$ cat src/sv/hvt_pkg.sv
// ----------------------------------------------------------------------------
// hvt_pkg
// Shared types and constants for the homogeneous vertex transform.
// ----------------------------------------------------------------------------
package hvt_pkg;

  localparam int NUM_LANES  = 4;
  localparam int COEF_W     = 16;
  localparam int COMP_W     = 32;
  localparam int PROD_W     = COEF_W + COMP_W;
  localparam int ACC_W      = PROD_W + 2;
  localparam int FRAC_SHIFT = 12;
  localparam int QUOT_W     = ACC_W - FRAC_SHIFT;
  localparam int REG_W      = NUM_LANES * COEF_W;
  localparam int VEC_W      = NUM_LANES * COMP_W;
  localparam int IDX_W      = 2;

  // Reset matrix is the identity, one column per output register
  localparam logic [REG_W-1:0] RESET_OUT_X = 64'h0000_0000_0000_1000;
  localparam logic [REG_W-1:0] RESET_OUT_Y = 64'h0000_0000_1000_0000;
  localparam logic [REG_W-1:0] RESET_OUT_Z = 64'h0000_1000_0000_0000;
  localparam logic [REG_W-1:0] RESET_OUT_W = 64'h1000_0000_0000_0000;

  typedef enum logic [IDX_W-1:0] {
    REG_OUT_X = 2'd0,
    REG_OUT_Y = 2'd1,
    REG_OUT_Z = 2'd2,
    REG_OUT_W = 2'd3
  } reg_idx_t;

  // Stage advance strobes shared by all lanes
  typedef struct packed {
    logic adv1;
    logic adv2;
  } pipe_ctl_t;

endpackage

$ cat src/sv/hvt_merge.sv
// ----------------------------------------------------------------------------
// hvt_merge
// Output register: packs the lane results and combines their clip flags.
// ----------------------------------------------------------------------------
module hvt_merge import hvt_pkg::*; (
  input  logic                   clk,
  input  logic                   rst,
  input  logic                   in_valid,
  input  logic [VEC_W-1:0]       lane_res,
  input  logic [NUM_LANES-1:0]   lane_sat,
  output logic                   take,
  output logic                   m_tvalid,
  input  logic                   m_tready,
  output logic [VEC_W-1:0]       m_tdata,
  output logic                   m_tuser
);

  // Load a new request whenever the output slot is free or being drained
  assign take = !m_tvalid || m_tready;

  // Hold valid under reset control
  always_ff @(posedge clk) begin
    if (rst) begin
      m_tvalid <= 1'b0;
    end else if (take) begin
      m_tvalid <= in_valid;
    end
  end

  // Hold payload while stalled
  always_ff @(posedge clk) begin
    if (take) begin
      m_tdata <= lane_res;
      m_tuser <= |lane_sat;
    end
  end

endmodule

$ cat config.mk
export PLATFORM = sky130hd
export DESIGN_NAME = hvt_merge
export DESIGN_NICKNAME = d
export VERILOG_FILES = /design/src/sv/hvt_pkg.sv /design/src/sv/hvt_merge.sv
export SDC_FILE = /design/constraint.sdc
export NUM_CORES = 1
export LEC_CHECK = 0
export ABC_AREA = 1
export ABC_CLOCK_PERIOD_IN_PS = 2430
export BUFFER_PORTS_ARGS = -buffer_cell sky130_fd_sc_hd__clkbuf_2
export CELL_PAD_IN_SITES_DETAIL_PLACEMENT = 0
export CELL_PAD_IN_SITES_GLOBAL_PLACEMENT = 2
export CORE_ASPECT_RATIO = 0.8
export CORE_UTILIZATION = 24
export DETAILED_ROUTE_END_ITERATION = 12
export GPL_ROUTABILITY_DRIVEN = 0
export GPL_TIMING_DRIVEN = 0
export HOLD_SLACK_MARGIN = 0.12
export PLACE_DENSITY = 0.84
export SETUP_SLACK_MARGIN = 0.2
export SYNTH_ARGS = -nofsm -noshare
export SYNTH_HDL_FRONTEND = slang
export SYNTH_SLANG_ARGS = --single-unit
export TNS_END_PERCENT = 5
$ cat constraint.sdc
create_clock -name clk -period 2.43 [get_ports clk]
set_clock_uncertainty 0.05 [all_clocks]
set_input_delay 0.3645 -clock clk [delete_from_list [all_inputs] [get_ports clk]]
set_output_delay 0.3645 -clock clk [all_outputs]
set_load 0.01 [all_outputs]
-- Yosys cells after proc, flatten, opt, wreduce, memory -nomap -nowiden
Index checks and enable logic that the tools add are counted.
- $add $sub $neg: 0
- multiply operators: 0
- divide/modulo/power cells: 0
- magnitude comparators: 0
- eq/ne operators: 0
- shifts and indexed selects: 0
- muxes and demuxes: 0
- bitwise gates (word level): 0
- reductions and logical operators: 3
- operators by type and width (cell ; count):
    $reduce_or 4->1 ; 1
    $logic_not 1->1 ; 1
    $logic_or 1x1->1 ; 1
- register bits after elaboration: 130
- bits in latches: 0
- RAM bits: 0
- ROM bits: 0
- input bits: 136
- output and inout bits: 131
- word-level logic and storage cells: 6
- memories kept: 0

-- Depth between registers and ports, before layout
- depth after elaboration: 2
- mapped depth: 3
- depth with buffers taken out: 3

-- Least setup slack after synthesis
OpenSTA, ideal clock, no wires.
- path type: input to register
- start point: in m_tready
- end point: reg m_tdata[0] (enable)
- setup time: 0.435 ns
- arrival: 1.985 ns
- required time: 1.945 ns
- setup slack: -0.040 ns
- stages: 2
- buffers on the path: 0
- cell sequence: inv_1 -> nand2_2
- word-level cells in the longest chain between the ends: 1
- ends and longest elaborated chain (what ; line ; text):
    start: declaration ; hvt_merge.sv:13 ; input logic m_tready,
    $logic_or 1x1->1 ; hvt_merge.sv:19 ; assign take = !m_tvalid || m_tready;
    via take ; hvt_merge.sv:11 ; output logic take,
    end signal: assignment ; hvt_merge.sv:33 ; m_tdata <= lane_res;
    end: declaration ; hvt_merge.sv:14 ; output logic [VEC_W-1:0] m_tdata,
The timed path passes the listed nets, and every way through them passes these cells.
A chain may end at the register's enable or synchronous reset.

-- Worst setup path in the final report
- start point: reg m_tvalid
- end point: out take
- word-level cells in the longest chain between the ends: 2
- ends and longest elaborated chain (what ; line ; text):
    start: declaration ; hvt_merge.sv:12 ; output logic m_tvalid,
    start signal: assignment ; hvt_merge.sv:26 ; m_tvalid <= in_valid;
    $logic_not 1->1 ; hvt_merge.sv:19 ;
    $logic_or 1x1->1 ; hvt_merge.sv:19 ;
    end: declaration ; hvt_merge.sv:11 ;
No other way between the ends.

==> out/qor.txt <==
Fin area = 0.00745 mm^2
Rows = 41
Syn Inst Count = 137
WP depth = 2
Wire length on met3 = 1090 um
Setup crit start kind = flip-flop
Fill cells = 1,388
YS warnings = 0
Placed instance area = 0.00554 mm^2
Vias per cell = 3.77
Initial core utilization = 0.247
Final antenna-violating net count = 0
Share of the synthesized area in the top cell type = 0.986
Ranking of synthesized cells by area = edfxtp_1 99%, dfxtp_1 0.51%, a21oi_2 0.22%, inv_1 0.19%, nor2_1 0.19%
Initial antenna violation count = 0
Status = complete, no violations
Clk_lat worst skew = 0.40 ns
CP delay by family, top = flip-flops
WP buf/inv = 1
Critical Path AT = 1.51 ns
Total CTS buffers = 17
Crit path max-delay cell type = dfxtp_1
Hold Crit Depth = 3
Sink Count = 130
Maxcap violations = 0
Pwr Total = 5.81 mW
Die area = 0.0169 mm^2
Vias in the first global route = 3,176
Max-Slew Margin vs Limit = 0.399
Met2 WL = 5640 um
TritonCTS clock tree = yes
Power Dens Cells = 780 mW/mm^2
Hpwl dp = 6650 um
Antenna diode count = 0
Synth-to-Final Area Change = 89.7%
Critical Path Sink Type = output port
Share of layout cells above drive strength 1 = 0.521
DR WL/cell = 14.3 um
Average cell area after synthesis = 28.7 um^2
First-pass GRT wire length = 15,900 um
Highest Signal Layer = met4
Register bit count reported by yosys = 130
P_leak = 3.31 nW
Slowest stage delay, CP = 0.52 ns
Largest net degree at the start of global routing = 132
Port bufs = 266
Post-synth top area cell = edfxtp_1
CTS root buffer = clkbuf_16
RSZ-0062 raised after global routing = no
Final Hold Fails = 0
Hold Path Class = input port to flip-flop
Die height = 116 um
Max-slew violation count = 0
Register-to-Register Path Depth = 3
H-tree Lvls = 4
Req. time, crit path = 2.02 ns
All-Layer GR Usage = 0.129
Critical-path cell list = nand2_8 > clkbuf_2
# nets final = 689
DRC errors left = 0
CTS max path bufs = 2
Total vias in the final route = 2,945
Commonest non-fill, non-tap cell in the layout = clkbuf_2
Die X = 145 um
Commonest non-fill, non-tap cells in the layout = 266 x clkbuf_2, 130 x dlygate4sd3_1, 129 x edfxtp_1
Fmax achieved = 520 MHz
Max FO, Critical Path = 66
Setup TNS = 0 ns
Post-CTS setup buffers = 0
Post-route clock period utilization = 0.791
Met1 WL = 4250 um
DR iter-0 viols = 90
Cell variety after synth = 7
Gr ovfl total = 0
Min cycle time layout = 1.92 ns
Least-Margin Pin Slew = 0.901 ns
First-pass DRT Iterations = 4
Final WL = 11,200 um
Worst Setup Path Type = flip-flop to output port
Reg clk slew, reported paths = 0.05 ns
Sequential-to-total area share from yosys stat = 0.991
Cell area after synthesis = 0.00393 mm^2
Core Area = 0.0159 mm^2
Final Setup Violations = 0
IO Pins = 267
VDD IR max = 0.000550 V
Syn Nets = 273
-- area by class of cell --
cell class	instances	area (um^2)	area share
repair buffers	396	2630	0.353
inverters	2	7.51	0.00101
clock buffers	18	429	0.0576
multi-input cells	6	51.3	0.00688
flip-flops and latches	130	3890	0.522
well taps	215	269	0.0361
clock inverters	14	169	0.0227
-- worst paths after layout --
kind                     from      endpoint  slack [ns]
setup / recovery     m_tvalid          take        0.51
hold / removal    lane_sat[2]       m_tuser        0.17
setup reg to reg     m_tvalid      m_tvalid        0.68
hold reg to reg      m_tvalid  m_tdata[102]        1.00
-- power by group --
group | switching (mW) | internal, mW | total (mW) | leakage (nW)
Sequential | 0.0468 | 2.64 | 2.69 | 1.34
Combinational | 0.249 | 0.307 | 0.556 | 1.68
Clock | 0.879 | 1.69 | 2.57 | 0.287
Total | 1.17 | 4.64 | 5.81 | 3.31
-- sequential cells by signal (all words and copies together), names as in the netlist --
signal,flops
m_tvalid,1
m_tuser,1
m_tdata,128
-- worst register-to-register path: cells and delay by family (launching register included) --
kind                   cells  cell delay, ns
buffers and inverters      1            0.56
DFF                        1            0.52
and+or+nand+nor            1            0.34
AOI/OAI and AO/OA          1            0.22
-- metal layers --
| layer | global-route usage | vias up |
|---|---|---|
| met5 | 0 | - |
| met4 | 0.0546 | 0 |
| met3 | 0.0703 | 13 |
| met2 | 0.224 | 174 |
| met1 | 0.130 | 1371 |
| li1 | - | 1387 |
-- cell usage after synthesis --
master,n
nand2_2,1
nor2_1,2
edfxtp_1,129
dfxtp_1,1
a21oi_2,1
inv_1,2
nand2_1,1
-- metrics by stage --
stage | setup slack, ns | std cells | utilization | hold WS, ns
finish | 0.508 | 781 | 0.469 | 0.169
global route | 0.324 | 781 | 0.469 | 0.148
CTS | 0.210 | 780 | 0.468 | 0.140
detailed placement | 0.484 | 618 | 0.348 | 0.481
global placement | 0.0499 | 618 | 0.348 | 0.476
floorplan | 0.653 | 137 | - | 0.377
-- cells by family (layout without fill, tap and decap cells) --
logic type / after synthesis / count (layout) / synth area share
AOI/OAI and AO/OA: 1 / 1 / 0.00223
buffers and inverters: 2 / 430 / 0.00191
DFF: 130 / 130 / 0.991
and+or+nand+nor: 4 / 5 / 0.00446
-- what timing repair did --
action                                 CTS  global route
setup endpoints to repair                0             1
endpoints found under the hold margin  129             0
resized for setup                        0             0
hold buffers                           130             0
Power figures use the tool's default switching activity.
